File: src/rtl/eovg_pkg.sv
package eovg_pkg;

   localparam logic [6:0] MaxSegments = 7'd64;
   localparam int unsigned CsrIndexBits = 3;
   localparam int unsigned CsrDataBits = 24;

   localparam logic [CsrIndexBits-1:0] RegCenterX = 3'd0;
   localparam logic [CsrIndexBits-1:0] RegCenterY = 3'd1;
   localparam logic [CsrIndexBits-1:0] RegRadiusX = 3'd2;
   localparam logic [CsrIndexBits-1:0] RegRadiusY = 3'd3;
   localparam logic [CsrIndexBits-1:0] RegRotation = 3'd4;

   // 2*pi in Q30
   localparam longint unsigned TwoPiQ30 = 64'd6746518852;
   localparam longint unsigned OneQ14 = 64'd16384;

   typedef struct packed {
      logic [6:0] segment_request;
      logic [6:0] room;
   } req_type;

   typedef struct packed {
      logic signed [23:0] vertex_x;
      logic signed [23:0] vertex_y;
      logic [5:0]         vertex_index;
      logic [6:0]         segment_total;
      logic               written;
      logic               last;
   } rsp_type;

   typedef struct packed {
      logic signed [23:0] center_x;
      logic signed [23:0] center_y;
      logic [22:0]        radius_x;
      logic [22:0]        radius_y;
      logic [15:0]        rotation;
   } cfg_type;

   typedef struct packed {
      logic [6:0] total;
      logic       fits;
   } job_type;

endpackage

File: src/rtl/eovg_front.sv
module eovg_front (
   input  logic              req_valid,
   output logic              req_stall,
   input  eovg_pkg::req_type req_data,
   input  logic              queue_full,
   output logic              push,
   output eovg_pkg::job_type job
);
   import eovg_pkg::*;

   logic [6:0] count_sat;
   logic [6:0] room_sat;

   always_comb begin
      if (req_data.segment_request == 7'd0 || req_data.segment_request > MaxSegments) begin
         count_sat = MaxSegments;
      end else begin
         count_sat = req_data.segment_request;
      end
      room_sat = (req_data.room > MaxSegments) ? MaxSegments : req_data.room;
      job.total = count_sat;
      job.fits = (room_sat >= count_sat);
   end

   assign req_stall = queue_full;
   assign push = req_valid && !queue_full;

endmodule

File: config.mk
export PLATFORM = sky130hd
export DESIGN_NAME = eovg_front
export DESIGN_NICKNAME = d
export VERILOG_FILES = /design/src/rtl/eovg_pkg.sv /design/src/rtl/eovg_front.sv
export SDC_FILE = /design/constraint.sdc
export NUM_CORES = 1
export LEC_CHECK = 0
export BUFFER_PORTS_ARGS = -buffer_cell sky130_fd_sc_hd__buf_2
export CAP_MARGIN = 10
export CORE_AREA = 4 4 41 43
export DETAILED_ROUTE_END_ITERATION = 8
export DIE_AREA = 0 0 45 47
export PLACE_DENSITY_LB_ADDON = 0.25
export SLEW_MARGIN = 5
export SYNTH_ARGS = -nofsm -noshare
export SYNTH_HDL_FRONTEND = slang
export SYNTH_SLANG_ARGS = --single-unit
export TNS_END_PERCENT = 50
File: constraint.sdc
create_clock -name vclk -period 1.8
set_input_delay 0.36 -clock vclk [all_inputs]
set_output_delay 0.36 -clock vclk [all_outputs]
set_load 0.03 [all_outputs]
Word-level counts from Yosys, hierarchy flattened
Index checks and enable logic that the tools add are counted.
{"block": "totals", "out_inout_bits": 10, "latch_bits": 0, "ramBits": 0, "reg_bits": 0, "n_memories": 0, "elab_cells": 9, "input_bits": 16, "romBits": 0}
{"block": "classes", "muxes": 2, "shifts": 0, "eq_ne": 0, "bitwise_logic": 0, "n_div": 0, "reduce_logical": 4, "mul": 0, "addsub": 0, "magnitude_cmp": 3}
{"operator": "greater-than comparator 7 bit (second input constant)", "count": 2}
{"operator": "two-way mux 7 bit", "count": 2}
{"operator": ">= comparator 7 bit", "count": 1}
{"operator": "zero test 7 bit", "count": 1}
{"operator": "logical AND 1 bit", "count": 1}
{"operator": "zero test 1 bit", "count": 1}
{"operator": "logical OR 1 bit", "count": 1}

Longest topological paths before layout
{"block": "depth", "word_depth": 4, "depth_mapped": 7, "depth_no_buf": 7}

Worst setup path before layout
Ideal clock, no wire load.
{"block": "synth_path", "path_type": "input to output", "start": "in req_data[11] (netlist name)", "end": "out job[0] (netlist name)", "cell_stages": 7, "required_ns": 1.440, "arrival_time_ns": 1.732, "slack_ns": -0.292, "n_path_buf": 0, "cell_sequence": "nor2_1 -> a31o_1 -> inv_1 -> ha_1 -> nand4_1 -> and3_1 -> o21ai_1"}
{"element": "start, declared", "line_no": "eovg_front.sv:4", "text": "input eovg_pkg::req_type req_data,"}
{"element": "end, declared", "line_no": "eovg_front.sv:7", "text": "output eovg_pkg::job_type job"}

==> results.md <==
- Status: finished, violations left
- Failing checks: negative setup slack
- Unique masters post-synth: 15
- Slew of the pin with the lowest slew margin: 0.192 ns
- Drt drc: 0
- NetSw: 0.0883 mW
- # IOs: 26
- FF+latch area: 0 sq um
- Initial antenna violation count: 0
- Post-synthesis xor/xnor area fraction: 0
- Total global routing overflow: 0
- Synth Cell Area: 273 sq um
- Slew Limit Fails: 0
- Net Count, Synth: 63
- Worst path arrival time: 1.48 ns
- Sequential cells: 0
- Setup WS post-layout: -0.0376 ns
- Int Pwr: 0.0949 mW
- Worst setup EP type: primary output
- Crit path max fanout: 7
- Mux cell area share after synthesis: 0
- Worst Setup Path Type: in2out
- Slew Limit Headroom: 0.871
- Min-delay worst type: in2out
- Critical path data required time: 1.44 ns
- Setup repair after global routing missed its margin: true
- Pin count of the biggest net entering global routing: 8
- Post-DR vias/cell: 4.09
- Area grow syn2layout: 140%
- Drt first pass iters: 2
- CP max stage delay: roughly 0.22 ns
- Post-Synth Adder-Cell Area: 0.321
- Final wirelength: 854 um
- Tcrit/Tclk final: 1.02
- Layout cell share with drive strength beyond 1: 0.753
- Most common cell after layout, fill and taps aside: buf_2
- Clock network fraction of total power: 0
- Combinational family with the most area after synthesis: simple AND/OR/NAND/NOR gates
- Setup repair bufs after CTS: 0
- WL/cell: ~9.7 um
- Leak: 0.346 nW
- Post-Place Cells: 88
- Clock buf count: 0
- Max Cap Viol: 0
- Sw Ratio: 0.482
- Vias: 360
- Inserted Diodes: 0
- Die X-Extent: 45 um
- Register share of total power: 0
- Global-route wire length before repair: 1480 um
- Rows: 13
- Min Clock Period, post-route: 1.84 ns
- Post-Layout Cell Count: 88
- Final ANT Viol Nets: 0
- Gr usage total: 0.0881
- Syn. warnings: 0
- Maximum clock rate: 544 MHz
- Synth Instances: 40
- Most frequent cells in the layout: 19 x buf_2, 7 x buf_6, 7 x buf_4
- Finished layout cell area: 656 sq um
- PwrDens: 280 nW/um^2
- Buffers on Ports: 26
- # nets final: 98
- Number of setup violations in the final report: 1
- Combinational fraction of design power: 1.000
- Avg Cell Area, Syn: approximately 6.8 sq um
- Slowest stage cell on the critical path: a31o_4
- Die area: 2120 sq um
- DP Wirelength: between 700 and 800 um
- Die Ht: 47 um
- Layout fillers: 136
- Critical-path cell list: buf_2 > a31o_4 > inv_2 > ha_4 > a21oi_2 > and3_4 > o21ai_4 > buf_6
- Vias in the first global route: between 300 and 400
- Core area: 1300 sq um
- Delay-heaviest family, CP: compound AO/OA/AOI/OAI gates
- CP startpoint kind: primary input
- GPL Wtd Cong: 0.670
- Starting DRC count in detailed routing: 2
- Starting Density: 0.210
- Area after DPL: 524 sq um
- Peak VDD IR: 0.124 mV
- Hold Vio Cnt, Final: 0
- Simple-Gate Fraction of Synth Area: 0.450
- Crit path buf inv count: 3
- Compound-Gate Fraction of Synth Area: 0.119
- Sequential-to-total area share from yosys stat: 0
area by class of cell:
class	instances	area [sq um]	area share
Timing Repair Buffer	34	241	0.368
Inverter	6	22.5	0.0344
Tap cell	15	18.8	0.0286
Multi-Input combinational cell	33	373	0.569
kinds of logic after synthesis:
kind of cell               Yosys count
adders and majority gates            7
buffers and inverters                7
AOI/OAI and AO/OA                    5
and+or+nand+nor                     21
Yosys cell counts:
cell type | instances | area [sq um]
ha_1 | 7 | 87.6
nand2b_1 | 7 | 43.8
nor2b_1 | 7 | 43.8
inv_1 | 3 | 11.3
inv_2 | 3 | 11.3
nor2_1 | 3 | 11.3
nand4_1 | 2 | 12.5
a21o_1 | 1 | 7.51
a21oi_1 | 1 | 5.00
a31o_1 | 1 | 8.76
a31oi_1 | 1 | 6.26
and3_1 | 1 | 6.26
buf_4 | 1 | 7.51
nand3_1 | 1 | 5.00
o21ai_1 | 1 | 5.00
timing repair:
item / CTS / global route
pin swaps: 10 / 4
endpoints found under the hold margin: 0 / 0
gates cloned: 0 / 0
gates resized for setup: 18 / 6
hold buffers: 0 / 0
setup endpoints to repair: 1 / 1
stage by stage:
stage                     setup TNS, ns   util  worst slack [ns]  power [mW]  hold slack (ns)
final                           -0.0376  0.504           -0.0376       0.183            0.987
after global routing             -0.102  0.504            -0.102       0.200            0.993
after CTS                       -0.0568  0.477           -0.0568       0.176            0.989
after detailed placement         -0.216  0.403            -0.216       0.146            0.989
after global placement           -0.188  0.403            -0.188       0.145            0.987
after floorplan                       0      -            0.0360      0.0907            0.763
power by group through the flow:
stage	registers (mW)	clock network [mW]	logic [mW]
global route	0	0	0.200
CTS	0	0	0.176
global placement	0	0	0.145
finish	0	0	0.183
floorplan	0	0	0.0907
detailed placement	0	0	0.146
path summary, 6_finish.rpt:
check	from	endpoint	slack (ns)	depth (start not counted)
setup / recovery	req_data[13]	job[0]	-0.04	8
hold / removal	queue_full	req_stall	0.99	2
layer usage:
metal / up-vias / part of all wire / GRT usage
met1: 145 / 0.43 / 0.128
met2: 16 / 0.47 / 0.150
met4: 0 / 0 / 0
li1: 199 / - / -
met5: - / 0 / 0
met3: 0 / 0.10 / 0.00766
No activity file was read; power rests on OpenSTA's default activity.
