==> src/rtl/eovg_pkg.sv <==
package eovg_pkg;

   localparam logic [6:0] MaxSegments = 7'd64;
   localparam int unsigned CsrIndexBits = 3;
   localparam int unsigned CsrDataBits = 24;

   localparam logic [CsrIndexBits-1:0] RegCenterX = 3'd0;
   localparam logic [CsrIndexBits-1:0] RegCenterY = 3'd1;
   localparam logic [CsrIndexBits-1:0] RegRadiusX = 3'd2;
   localparam logic [CsrIndexBits-1:0] RegRadiusY = 3'd3;
   localparam logic [CsrIndexBits-1:0] RegRotation = 3'd4;

   // 2*pi in Q30
   localparam longint unsigned TwoPiQ30 = 64'd6746518852;
   localparam longint unsigned OneQ14 = 64'd16384;

   typedef struct packed {
      logic [6:0] segment_request;
      logic [6:0] room;
   } req_type;

   typedef struct packed {
      logic signed [23:0] vertex_x;
      logic signed [23:0] vertex_y;
      logic [5:0]         vertex_index;
      logic [6:0]         segment_total;
      logic               written;
      logic               last;
   } rsp_type;

   typedef struct packed {
      logic signed [23:0] center_x;
      logic signed [23:0] center_y;
      logic [22:0]        radius_x;
      logic [22:0]        radius_y;
      logic [15:0]        rotation;
   } cfg_type;

   typedef struct packed {
      logic [6:0] total;
      logic       fits;
   } job_type;

endpackage

==> src/rtl/eovg_queue.sv <==
module eovg_queue (
   input  logic              clock,
   input  logic              reset,
   input  logic              push,
   input  eovg_pkg::job_type push_job,
   output logic              full,
   output logic              pop_valid,
   output eovg_pkg::job_type pop_job,
   input  logic              pop
);
   import eovg_pkg::*;

   job_type    slot_ff [2];
   logic       wr_ptr_ff, wr_ptr_in;
   logic       rd_ptr_ff, rd_ptr_in;
   logic [1:0] count_ff, count_in;
   logic       do_push;
   logic       do_pop;

   assign full = (count_ff == 2'd2);
   assign pop_valid = (count_ff != 2'd0);
   assign pop_job = slot_ff[rd_ptr_ff];
   assign do_push = push && !full;
   assign do_pop = pop && pop_valid;

   always_comb begin
      wr_ptr_in = do_push ? !wr_ptr_ff : wr_ptr_ff;
      rd_ptr_in = do_pop ? !rd_ptr_ff : rd_ptr_ff;
      count_in = count_ff;
      if (do_push && !do_pop) begin
         count_in = count_ff + 2'd1;
      end else if (do_pop && !do_push) begin
         count_in = count_ff - 2'd1;
      end
   end

   always_ff @(posedge clock) begin
      if (reset) begin
         wr_ptr_ff <= 1'b0;
         rd_ptr_ff <= 1'b0;
         count_ff <= 2'd0;
      end else begin
         wr_ptr_ff <= wr_ptr_in;
         rd_ptr_ff <= rd_ptr_in;
         count_ff <= count_in;
      end
   end

   always_ff @(posedge clock) begin
      if (do_push) begin
         slot_ff[wr_ptr_ff] <= push_job;
      end
   end

endmodule

==> config.mk <==
export PLATFORM = sky130hd
export DESIGN_NAME = eovg_queue
export DESIGN_NICKNAME = d
export VERILOG_FILES = /design/src/rtl/eovg_pkg.sv /design/src/rtl/eovg_queue.sv
export SDC_FILE = /design/constraint.sdc
export NUM_CORES = 1
export LEC_CHECK = 0
export BUFFER_PORTS_ARGS = -buffer_cell sky130_fd_sc_hd__clkbuf_2
export CORE_MARGIN = 1
export CORE_UTILIZATION = 52
export DETAILED_ROUTE_END_ITERATION = 10
export PLACE_DENSITY_LB_ADDON = 0.2
export SKIP_CTS_REPAIR_TIMING = 1
export SKIP_LAST_GASP = 1
export SLEW_MARGIN = 20
export SYNTH_ARGS = -nofsm -noshare
export SYNTH_HDL_FRONTEND = slang
export SYNTH_SLANG_ARGS = --single-unit
==> constraint.sdc <==
create_clock -name clock -period 3.8 [get_ports clock]
set_clock_uncertainty 0.15 [all_clocks]
set_input_delay 0.76 -clock clock [delete_from_list [all_inputs] [get_ports clock]]
set_output_delay 0.76 -clock clock [all_outputs]
set_load 0.01 [all_outputs]
; Word-level counts from Yosys, hierarchy flattened
; Memory sizes are Yosys's and may differ from the RTL's. A register that Yosys moved wholly into a read port is not among the register bits.
; Index checks and enable logic that the tools add are counted.
[totals]
register_bits = 4
ram_bits = 16
in_bits = 12
output_inout_bits = 10
word_cells = 24
memories = 1
[op_classes]
n_addsub = 2
eq_ne = 1
mux = 6
n_reduce_logical = 11
[memory_table]
columns = memory, depth, width, read_ports, rd_clocked_by_memory_dff, write_ports, line
row1 = slot_ff, 2, 8, 1, 1, 1, eovg_queue.sv:13  ; job_type slot_ff [2];
[op_table]
columns = operator, count
row1 = $logic_not 1->1, 5
row2 = $logic_and 1x1->1, 4
row3 = $mux 1, 4
row4 = $mux 2, 2
row5 = $reduce_bool 2->1, 2
row6 = $add 2x1->2 const B, 1
row7 = $eq 2x2->1 const B, 1
row8 = $sub 2x1->2 const B, 1

; Logic depth before layout (Yosys ltp)
[depth]
word_depth = 7
depth_mapped = 6
depth_no_buf = 6

; Worst setup path after synthesis
; Ideal clock, no wire load.
[synth_timing]
kind = input to register
startpoint = input pop
endpoint = register count_ff[1]
setup_time_ps = 70
arrival_ps = 1690
required_ps = 3580
path_slack_ps = 1891
stages = 4
n_path_buf = 0
cell_sequence = o21ai_0 -> ha_1 -> or3_1 -> a21oi_1
[synth_between]
elab_chain_cells = 4
elab_cells_between_ends = 6
classes_between = mux (1) / reduce/logical (5)
[synth_rtl]
columns = element, line
row1 = start: declaration, eovg_queue.sv:9  ; input logic pop
row2 = $logic_and 1x1->1 (*), eovg_queue.sv:24  ; assign do_pop = pop && pop_valid;
row3 = $logic_not 1->1, eovg_queue.sv:30  ; if (do_push && !do_pop) begin
row4 = $logic_and 1x1->1, eovg_queue.sv:30
row5 = $mux 2 / $reduce_bool 2->1 (equally long branches), --
row6 = end signal: assignment, eovg_queue.sv:45  ; count_ff <= count_in;
row7 = end: declaration, eovg_queue.sv:16  ; logic [1:0] count_ff, count_in;
; Every way passes the cells marked *; elsewhere a longest branch is shown, timed or not.
; A chain may end at the register's enable or synchronous reset.

==> results.cfg <==
[setup_path]
worstSetupStartpointType = register
crit_path_end_kind = output port
worstPathMaxFanout = 8
worst_r2r_path_depth = 4
crit_arrival_ns = 1.33
crit_required_ns = 2.89
critical_path_class = reg2out

[timing]
fin_crit_ns = 2.24
worst-slew-pin-transition_ns = 0.368
maxSlewViolCount = 0
slew_headroom_pct = 75.5
fmax_mhz = 447
fin_crit_sh_pct = 58.9
setup_violations = 0
timing.final.ws_setup_ns = 1.56
holdWs_ns = 0.363
grt_setup_unrepaired = no
final_hold_viol_count = 0
finalSetupTns_ns = 0

[layout]
drive_above_1_share_pct = 45.9
num_antenna_cells = 0
multi_input_area_um2 = 203
fin_nets = 88
seq_area_um2 = 581
mostFrequentLayoutCells = clkbuf_2 (21), edfxtp_1 (16), mux2_2 (8)
mostFrequentLayoutCell = clkbuf_2
finish.utilization_pct = 68.9
fillerInstances = 115
syn2layout_area_growth_pct = 18.2

[placement]
gp_congestion = 0.631
preCtsSetupSlack_ns = 1.74
io_buffers = 21
place_hpwl_um = 849

[cts]
cts_num_sinks = 21
cts.clk_slew.worst_paths_ns = 0.10
clk_latency_ns = 0.29
cts_htree_levels = 1
cts_made_buffers = 3
cts_max_path_buffers = 2
cts_tree = yes
root_buffer = clkbuf_4

[min_path]
worstHoldPathType = reg2reg
min_delay_path_depth = 2

[die]
die_w_um = 41.1
coreArea_um2 = 1370
die_area_um2 = 1690
die_h_um = 41.1
start_util_pct = 58.2
rows = 13
io_pins = 22

[global_route]
grt_max_degree = 12
grt.overflow.total = 0
antenna_found_initial = 0
grt_first_pass_wirelength_um = 1730
grt_pass1_vias = 420
grt_usage_pct = 16.7

[route]
initialDrtViolationCount = 3
routed_wirelength_um = 1080
detail-route-antenna-nets = 0
vias = 458
routed_via_density = 5.15
drt_first_pass_iters = 3
routedWlPerCell_um = 12.1
remaining_drc_errors = 0

[synthesis]
synth.avg_cell_area_um2 = 15.9
yosys_register_bits = 21
ys_types = 14
synth_area_um2 = 796
yosys_warnings = 0
synth_seq_area_share_pct = 73.0
syn_nets = 63
syn_inst = 50

[power]
peakVddDrop_v = 0.000436
leakagePower_nw = 0.385
power_density_nw_per_um2 = 641
fin_total_pwr_mw = 0.603

[outcome]
status = completed

[run]
maxCapViolations = 0
## per-layer routing
layer	up-vias	part of all wire [%]	routed length, um	global-route usage [%]
li1	232	-	-	-
met1	213	46	494	19.1
met2	13	50	541	28.9
met3	0	3.8	41	4.89
met4	0	0	0	7.26
met5	-	0	0	0
## critical path: stages, from the launching register on
cell	delay [ns]
dfxtp_1	0.54
mux2_2	0.38
clkbuf_2	0.13
## per-stage QoR
| stage | instances | area (um^2) |
|---|---|---|
| global route | 89 | 941 |
| finish | 89 | 941 |
| detailed placement | 85 | 915 |
| floorplan | 50 | 796 |
| CTS | 89 | 941 |
| global placement | 85 | 915 |
## flip-flops by register name, indices dropped and copies added (netlist names), named ones only
signal / count
rd_ptr_ff: 1
count_ff: 2
wr_ptr_ff: 1
slot_ff: 16
## cell usage after synthesis
cell      instances  area share (%)
inv_1             2            0.94
or3_1             2             1.6
buf_2             1            0.63
xor2_1            3             3.3
ha_1              1             1.6
dfxtp_1           5              13
or2_2             1            0.79
o21ai_0           3             1.9
nor2_1            4             1.9
nor2b_2           1             1.1
and2_1            1            0.79
mux2_2            8              11
a21oi_1           2             1.3
edfxtp_1         16              60
## area by class of cell
cell class	count	area share (%)
Clock buffer	4	2.79
Inverter	2	0.798
Multi-Input combinational cell	26	21.5
Sequential cell	21	61.7
Tap cell	15	1.99
Timing Repair Buffer	21	11.2
## final timing paths
check | from | to | slack [ns]
setup / recovery | register | pop_job[3] | 1.56
hold / removal | rd_ptr_ff | rd_ptr_ff | 0.36
setup reg to reg | count_ff[0] | count_ff[1] | 2.08
hold reg to reg | rd_ptr_ff | rd_ptr_ff | 0.36
## report_power, final
part	total, mW	internal, mW	switching [mW]
clock network	0.0981	0.0407	0.0574
logic	0.183	0.0925	0.0909
registers	0.321	0.293	0.0284
total	0.603	0.426	0.177
## cells by family after synthesis
| group | synth area share (%) |
|---|---|
| xor+xnor | 3.30 |
| buf+inv | 1.57 |
| mux | 11.3 |
| simple gates | 6.13 |
| flops | 73.0 |
| fa+ha+maj | 1.57 |
| compound gates | 3.14 |
No activity file was read; power rests on OpenSTA's default activity.
